**config.mk**
```make
export PLATFORM = sky130hd
export DESIGN_NAME = bounded_indexed_list
export DESIGN_NICKNAME = d
export VERILOG_FILES = /design/src/bil_pkg.sv /design/src/bil_cell.sv /design/src/bil_ctrl.sv /design/src/bounded_indexed_list.sv
export SDC_FILE = /design/constraint.sdc
export NUM_CORES = 1
export LEC_CHECK = 0
export BUFFER_PORTS_ARGS = -buffer_cell sky130_fd_sc_hd__buf_2
export CORE_MARGIN = 10
export CORE_UTILIZATION = 45
export CTS_CLUSTER_DIAMETER = 200
export CTS_CLUSTER_SIZE = 28
export DETAILED_ROUTE_END_ITERATION = 6
export MAX_ROUTING_LAYER = met4
export PLACE_DENSITY = 0.66
export SLEW_MARGIN = 10
export SYNTH_ARGS = -nofsm -noshare
export SYNTH_HDL_FRONTEND = slang
export SYNTH_SLANG_ARGS = --single-unit
```
**constraint.sdc**
```tcl
create_clock -name clk -period 6.4 [get_ports clk]
set_clock_uncertainty 0.15 [all_clocks]
set_input_delay 0.32 -clock clk [delete_from_list [all_inputs] [get_ports clk]]
set_output_delay 0.32 -clock clk [all_outputs]
set_load 0.1 [all_outputs]
```
**src/bil_pkg.sv**
```systemverilog
// Shared types and constants for the bounded indexed list.
// Used by bil_cell, bil_ctrl and the bounded_indexed_list top level.
package bil_pkg;

  localparam int DEPTH = 16;
  localparam int IDX_W = $clog2(DEPTH);
  localparam int CNT_W = $clog2(DEPTH + 1);
  localparam int POS_W = 5;
  localparam int WORD_W = 32;

  typedef logic [WORD_W-1:0] word_t;
  typedef logic [CNT_W-1:0] count_t;

  localparam logic [3:0] OP_ADD_FIRST    = 4'd0;
  localparam logic [3:0] OP_ADD_LAST     = 4'd1;
  localparam logic [3:0] OP_ADD_AT       = 4'd2;
  localparam logic [3:0] OP_REMOVE_FIRST = 4'd3;
  localparam logic [3:0] OP_REMOVE_LAST  = 4'd4;
  localparam logic [3:0] OP_REMOVE_AT    = 4'd5;
  localparam logic [3:0] OP_GET_AT       = 4'd6;
  localparam logic [3:0] OP_PEEK_FIRST   = 4'd7;
  localparam logic [3:0] OP_PEEK_LAST    = 4'd8;

  localparam logic [1:0] ST_OK    = 2'd0;
  localparam logic [1:0] ST_RANGE = 2'd1;
  localparam logic [1:0] ST_FULL  = 2'd2;

  typedef struct packed {
    logic [3:0]              opcode;
    logic [POS_W-1:0]        position;
    logic signed [WORD_W-1:0] value_in;
  } req_t;

  typedef struct packed {
    logic signed [WORD_W-1:0] read_value;
    logic [1:0]               status;
    logic [POS_W-1:0]         occupancy;
  } rsp_t;

  // Command broadcast to every slot cell in a cycle.
  typedef struct packed {
    logic  insert;
    logic  remove;
    word_t value;
  } cell_cmd_t;

endpackage

```
**src/bil_cell.sv**
```systemverilog
// One slot of the list: holds a word and shifts with its neighbors.
// Depends on bil_pkg for the word and command types.
module bil_cell (
  input  logic               clk,
  input  bil_pkg::cell_cmd_t cmd,
  input  logic               sel,
  input  logic               past_in,
  output logic               past_out,
  input  bil_pkg::word_t     left_word,
  input  bil_pkg::word_t     right_word,
  output bil_pkg::word_t     word
);
  import bil_pkg::*;

  // past_in is high when the selected position lies before this cell.
  assign past_out = past_in | sel;

  always_ff @(posedge clk) begin
    if (cmd.insert) begin
      if (sel) begin
        word <= cmd.value;
      end else if (past_in) begin
        word <= left_word;
      end
    end else if (cmd.remove) begin
      if (sel || past_in) begin
        word <= right_word;
      end
    end
  end

endmodule

```
**src/bil_ctrl.sv**
```systemverilog
// Request decode, element count and result register of the list.
// Depends on bil_pkg; drives the command and position select of the slot cells.
module bil_ctrl (
  input  logic               clk,
  input  logic               rst,
  input  logic               req_valid,
  output logic               req_ready,
  input  bil_pkg::req_t      req,
  output logic               rsp_valid,
  input  logic               rsp_ready,
  output bil_pkg::rsp_t      rsp,
  input  bil_pkg::word_t     words [bil_pkg::DEPTH],
  output bil_pkg::cell_cmd_t cmd,
  output logic [bil_pkg::DEPTH-1:0] sel
);
  import bil_pkg::*;

  count_t           count;
  count_t           count_next;
  logic [POS_W-1:0] eff_pos;
  logic             do_ins;
  logic             do_rem;
  logic [1:0]       st;
  word_t            rv;
  word_t            rd_word;
  logic             full;
  logic             empty;
  logic             accept;

  assign req_ready = !rsp_valid || rsp_ready;
  assign accept    = req_valid && req_ready;
  assign full      = count >= count_t'(DEPTH);
  assign empty     = count == '0;
  assign rd_word   = words[eff_pos[IDX_W-1:0]];

  always_comb begin
    case (req.opcode)
      OP_ADD_FIRST, OP_REMOVE_FIRST, OP_PEEK_FIRST: begin
        eff_pos = '0;
      end
      OP_ADD_LAST: begin
        eff_pos = POS_W'(count);
      end
      OP_REMOVE_LAST, OP_PEEK_LAST: begin
        eff_pos = POS_W'(count - count_t'(1));
      end
      default: begin
        eff_pos = req.position;
      end
    endcase
  end

  always_comb begin
    do_ins  = 1'b0;
    do_rem  = 1'b0;
    st      = ST_RANGE;
    rv      = '1;
    case (req.opcode)
      OP_ADD_FIRST, OP_ADD_LAST: begin
        if (full) begin
          st = ST_FULL;
        end else begin
          do_ins = 1'b1;
        end
      end
      OP_ADD_AT: begin
        if (POS_W'(req.position) > POS_W'(count)) begin
          st = ST_RANGE;
        end else if (full) begin
          st = ST_FULL;
        end else begin
          do_ins = 1'b1;
        end
      end
      OP_REMOVE_FIRST, OP_PEEK_FIRST: begin
        if (!empty) begin
          do_rem = (req.opcode == OP_REMOVE_FIRST);
          st     = ST_OK;
          rv     = rd_word;
        end
      end
      OP_REMOVE_LAST, OP_PEEK_LAST: begin
        if (!empty) begin
          do_rem = (req.opcode == OP_REMOVE_LAST);
          st     = ST_OK;
          rv     = rd_word;
        end
      end
      OP_REMOVE_AT, OP_GET_AT: begin
        if (POS_W'(req.position) < POS_W'(count)) begin
          do_rem = (req.opcode == OP_REMOVE_AT);
          st     = ST_OK;
          rv     = rd_word;
        end
      end
      default: begin
      end
    endcase
    if (do_ins) begin
      st = ST_OK;
      rv = '0;
    end
  end

  always_comb begin
    count_next = count;
    if (do_ins) begin
      count_next = count + count_t'(1);
    end else if (do_rem) begin
      count_next = count - count_t'(1);
    end
  end

  always_comb begin
    for (int i = 0; i < DEPTH; i++) begin
      sel[i] = (eff_pos == POS_W'(i));
    end
  end

  assign cmd.insert = accept && do_ins;
  assign cmd.remove = accept && do_rem;
  assign cmd.value  = req.value_in;

  always_ff @(posedge clk) begin
    if (rst) begin
      count     <= '0;
      rsp_valid <= 1'b0;
    end else begin
      if (accept) begin
        count     <= count_next;
        rsp_valid <= 1'b1;
      end else if (rsp_ready) begin
        rsp_valid <= 1'b0;
      end
    end
  end

  always_ff @(posedge clk) begin
    if (accept) begin
      rsp.read_value <= rv;
      rsp.status     <= st;
      rsp.occupancy  <= POS_W'(count_next);
    end
  end

endmodule

```
**src/bounded_indexed_list.sv**
```systemverilog
// Top level of the bounded indexed list: a chain of slot cells and its control.
// Depends on bil_pkg, bil_cell and bil_ctrl.
//
// A bounded list of up to 16 signed 32-bit words, usable as a double-ended
// queue. Each request transfer carries one operation (add at front, back or
// position; remove at front, back or position; read at position; peek at
// either end) and produces exactly one response transfer with the word read,
// a status and the occupancy after the operation. Every slot cell decides on
// its own to hold, load the new word or take its neighbor's word, so inserts
// and removes shift the list from the given position onward in the cycle the
// request is taken. A response sits in an output register, and a new request
// is taken when none is pending or in the cycle the pending one is taken,
// giving one operation per cycle when the consumer keeps up.
module bounded_indexed_list (
  input  logic          clk,
  input  logic          rst,
  input  logic          req_valid,
  output logic          req_ready,
  input  bil_pkg::req_t req,
  output logic          rsp_valid,
  input  logic          rsp_ready,
  output bil_pkg::rsp_t rsp
);
  import bil_pkg::*;

  word_t                words [DEPTH];
  cell_cmd_t            cmd;
  logic [DEPTH-1:0]     sel;
  logic [DEPTH:0]       past;

  bil_ctrl u_ctrl (
    .clk       (clk),
    .rst       (rst),
    .req_valid (req_valid),
    .req_ready (req_ready),
    .req       (req),
    .rsp_valid (rsp_valid),
    .rsp_ready (rsp_ready),
    .rsp       (rsp),
    .words     (words),
    .cmd       (cmd),
    .sel       (sel)
  );

  assign past[0] = 1'b0;

  for (genvar i = 0; i < DEPTH; i++) begin : g_cell
    word_t left_word;
    word_t right_word;

    if (i == 0) begin : g_first
      assign left_word = '0;
    end else begin : g_mid_l
      assign left_word = words[i-1];
    end

    if (i == DEPTH - 1) begin : g_last
      assign right_word = '0;
    end else begin : g_mid_r
      assign right_word = words[i+1];
    end

    bil_cell u_cell (
      .clk        (clk),
      .cmd        (cmd),
      .sel        (sel[i]),
      .past_in    (past[i]),
      .past_out   (past[i+1]),
      .left_word  (left_word),
      .right_word (right_word),
      .word       (words[i])
    );
  end

endmodule

```
==> summary.txt <==
Layout
  • Share of cells above drive strength 1: 8.061%
  • Commonest non-fill, non-tap cells in the layout: 631 x mux2i_1, 567 x nand2_1, 551 x edfxtp_1
  • Non-filler instance count after layout: 3865
  • Area Growth Syn to Fin: 4.706%
  • Total Nets Final: 2947
  • Layout fillers: 6566
  • Final Core Density: 47.32%
  • Most frequent standard cell in the layout excluding fill and tap cells: mux2i_1

Floorplan
  • DIE WIDTH: 290.2 um
  • Height of the die: 290.2 um
  • Initial standard-cell utilization of the core: 45.19%
  • Number of cell rows: 99
  • DIE AREA: 84230 um2
  • Total core area: 72710 um2
  • I/O pin count: 86

Timing
  • Clock period minus final worst setup slack: 4878 ps
  • Peak Freq: 205.0 MHz
  • Max_slew headroom: 14.37%
  • Final Max Slew Viols: 0
  • Period utilisation layout: 76.21%
  • Sum of negative setup slack: 0 ps
  • Final setup violation count: 0
  • Unrepaired setup endpoints after global routing: false
  • Worst Max-Slew Pin Slew: 1285 ps
  • Final Hold Vio Count: 0
  • Final-layout worst hold slack: 47.69 ps

Logic synthesis
  • Synth Area in Compound Gates: 11.93%
  • Arithmetic-cell share of the synthesized area counting full adders, half adders and majority gates: 0.2665%
  • Instance count of the mapped netlist: 3025
  • Share of the synthesized netlist area taken by xor and xnor gates: 0.1561%
  • Share of flip-flops with an asynchronous set or reset: 0%
  • Share of Yosys cell area claimed by the top area cell type: 50.35%
  • Yosys reg bits: 557
  • Count of synthesis-stage warnings from yosys: 0
  • Main combinational cell family by area after synthesis: multiplexers
  • Mean cell area of the mapped netlist: 10.86 um2
  • Simple logic cell fraction of the synthesized area: 12.09%
  • Ranking of synthesized cells by area: edfxtp_1 50%, mux2i_1 19%, nand2_1 6.5%
  • Number of synthesized flops with an enable pin: 551
  • Portion of netlist area occupied by mux cells: 20.25%
  • Sequential-to-total area share from yosys stat: 50.72%
  • Unique cell type count in the Yosys netlist: 66
  • Main flop type after synthesis: edfxtp_1
  • Synthesized netlist net count: 3077
  • Post-Syn Area: 32860 um2
  • Biggest area consumer among synthesized cells: edfxtp_1

CTS
  • Max H-tree Level: 1
  • Clk slew on worst S/H paths: 120 ps
  • CTS tree: yes
  • Count of cells resized by post-cts repair: 0
  • Clock insertion delay at the later pin of the skew report: 610 ps
  • TritonCTS Buffers: 23
  • Num Clock Sinks: 557
  • Clock tree root driver cell: clkbuf_16
  • Maximum root-to-sink buffer count: 3

Routing
  • WL per Instance: 24.75 um
  • Number of optimization iterations in the first detailed-route pass: 5
  • Ratio of routed vias to standard cells: 6.213
  • Post-route ant nets: 0
  • Via count: 24010
  • Number of remaining DRC errors: 0
  • Number of violations reported at the end of detailed-routing iteration 0: 2153
  • Total wirelength of the detailed-routed design: 95.66 mm

Place
  • Final GP Congestion: 0.9288
  • Count of input and output buffers: 85
  • Post-placement cell count: 3825
  • Post-DP HPWL: 63.70 mm

Outcome
  • Result of the run: finished clean

Worst setup path
  • R2r startpoint: u_ctrl.count[0]$_SDFFE_PP0P_
  • Critical path launch point: u_ctrl.count[0]$_SDFFE_PP0P_
  • Required time of the critical path: 6610 ps
  • Worst setup EP type: flop
  • Worst Path Arrival: 5090 ps
  • Startpoint kind of the worst setup timing path: flop
  • CP Max Fanout: 20
  • Reg2reg path depth: 10
  • Critical path start-end classification: flop to flop

Global routing
  • Pin count of the biggest net entering global routing: 192
  • Met2 Resource Use GR: 37.92%
  • First-pass GRT wire length: 145.8 mm
  • Global routing met3 resource utilization: 2.094%
  • Vias in the first global route: 24050
  • Antenna violations before repair: 7
  • Grt met1 use: 26.12%
  • Global Route Usage Sum: 22.22%
  • Layer with the highest usage: met2
  • Total overflow reported by the global router: 0

Power
  • Overall power after layout: 7.405 mW
  • Total leakage power: 11.93 nW
  • Power density over the cells: 215.2 nW/um2
  • Maximum vdd drop: 0.2261 mV

Hold path
  • Worst Hold Path Cells: 3
  • Worst hold start: req[12]
  • Worst min-delay path class: input port to flop

Job
  • Number of violations of the max-capacitance limit: 0
[Yosys cell counts, types with 5 or more instances]
cell type	n
a211oi_1	33
a21o_1	5
a21oi_1	22
a31oi_1	6
buf_1	23
buf_2	59
buf_4	34
buf_6	23
clkbuf_1	151
dfxtp_1	6
edfxtp_1	551
ha_1	7
inv_1	10
mux2_2	30
mux2i_1	631
nand2_1	568
nand3_1	230
nor2_1	52
nor4_4	8
o211ai_1	224
o21ai_0	7
o21ai_1	229
o21bai_1	5
o2bb2ai_1	30
or3_1	5
[worst max-delay path, stage by stage, from the launching register on]
cell      delay [ps]
dfxtp_1          400
inv_1            210
ha_1             250
nor4b_2          620
nor3_1           140
a311oi_1         370
or2_1            330
a21o_1           550
or2_1            870
nor2_4           370
buf_4            330
[registers in the layout, summed over array words and instances (netlist names)]
signal / flops
g_cell.u_cell.word: 512
u_ctrl.count: 5
u_ctrl.rsp: 39
u_ctrl.rsp_valid: 1
[kinds of logic (layout without fill, tap and decap cells)]
kind of cell	after synthesis	count (layout)
and+or+nand+nor	900	900
muxes	661	661
DFF	557	557
xor gates and xnor gates	5	5
adders and majority gates	7	7
other	0	3
buffers and inverters	302	180
AOI/OAI and AO/OA	593	593
[metal layers]
| metal | vias to the layer above | part of all wire, % |
|---|---|---|
| li1 | 11060 | - |
| met3 | 188 | 4.6 |
| met1 | 12000 | 40 |
| met4 | 0 | 5.5 |
| met5 | - | 0 |
| met2 | 760 | 50 |
[what timing repair did]
item | CTS | global route
hold endpoints to repair | 6 | 0
hold buffers | 3 | 0
setup buffers | 0 | 0
[per-stage QoR]
step | setup WS, ps | cell area, um2
after floorplan | 136.6 | 32860
after global placement | 1606 | 33730
after detailed placement | 1573 | 33730
after CTS | 1520 | 34380
after global routing | 1202 | 34410
final | 1522 | 34410
[final timing paths]
path | slack [ps] | endpoint
worst min register to register | 430 | g_cell[14].u_cell.word[11]$_DFFE_PP_
worst min-delay path | 50 | g_cell[15].u_cell.word[12]$_SDFFCE_PN0P_
worst max register to register | 1520 | g_cell[3].u_cell.word[9]$_DFFE_PP_
worst max-delay path | 1520 | g_cell[3].u_cell.word[9]$_DFFE_PP_
[report_power, final]
part | total [mW] | switching, mW | internal (mW)
combinational | 1.39 | 0.946 | 0.440
sequential | 4.17 | 0.0663 | 4.11
clock | 1.85 | 1.17 | 0.675
total | 7.40 | 2.18 | 5.22
[cell type report]
| cell class | count | area, um2 | share of cell area [%] |
|---|---|---|---|
| inverters | 12 | 45.04 | 0.1309 |
| clock buffers | 31 | 605.6 | 1.760 |
| flip-flops and latches | 557 | 16670 | 48.44 |
| clock inverters | 2 | 13.76 | 0.04000 |
| multi-input cells | 2166 | 14930 | 43.41 |
| diodes | 3 | 7.507 | 0.02182 |
| repair buffers | 135 | 933.4 | 2.713 |
| well taps | 959 | 1200 | 3.488 |
No activity file was read; power rests on OpenSTA's default activity.
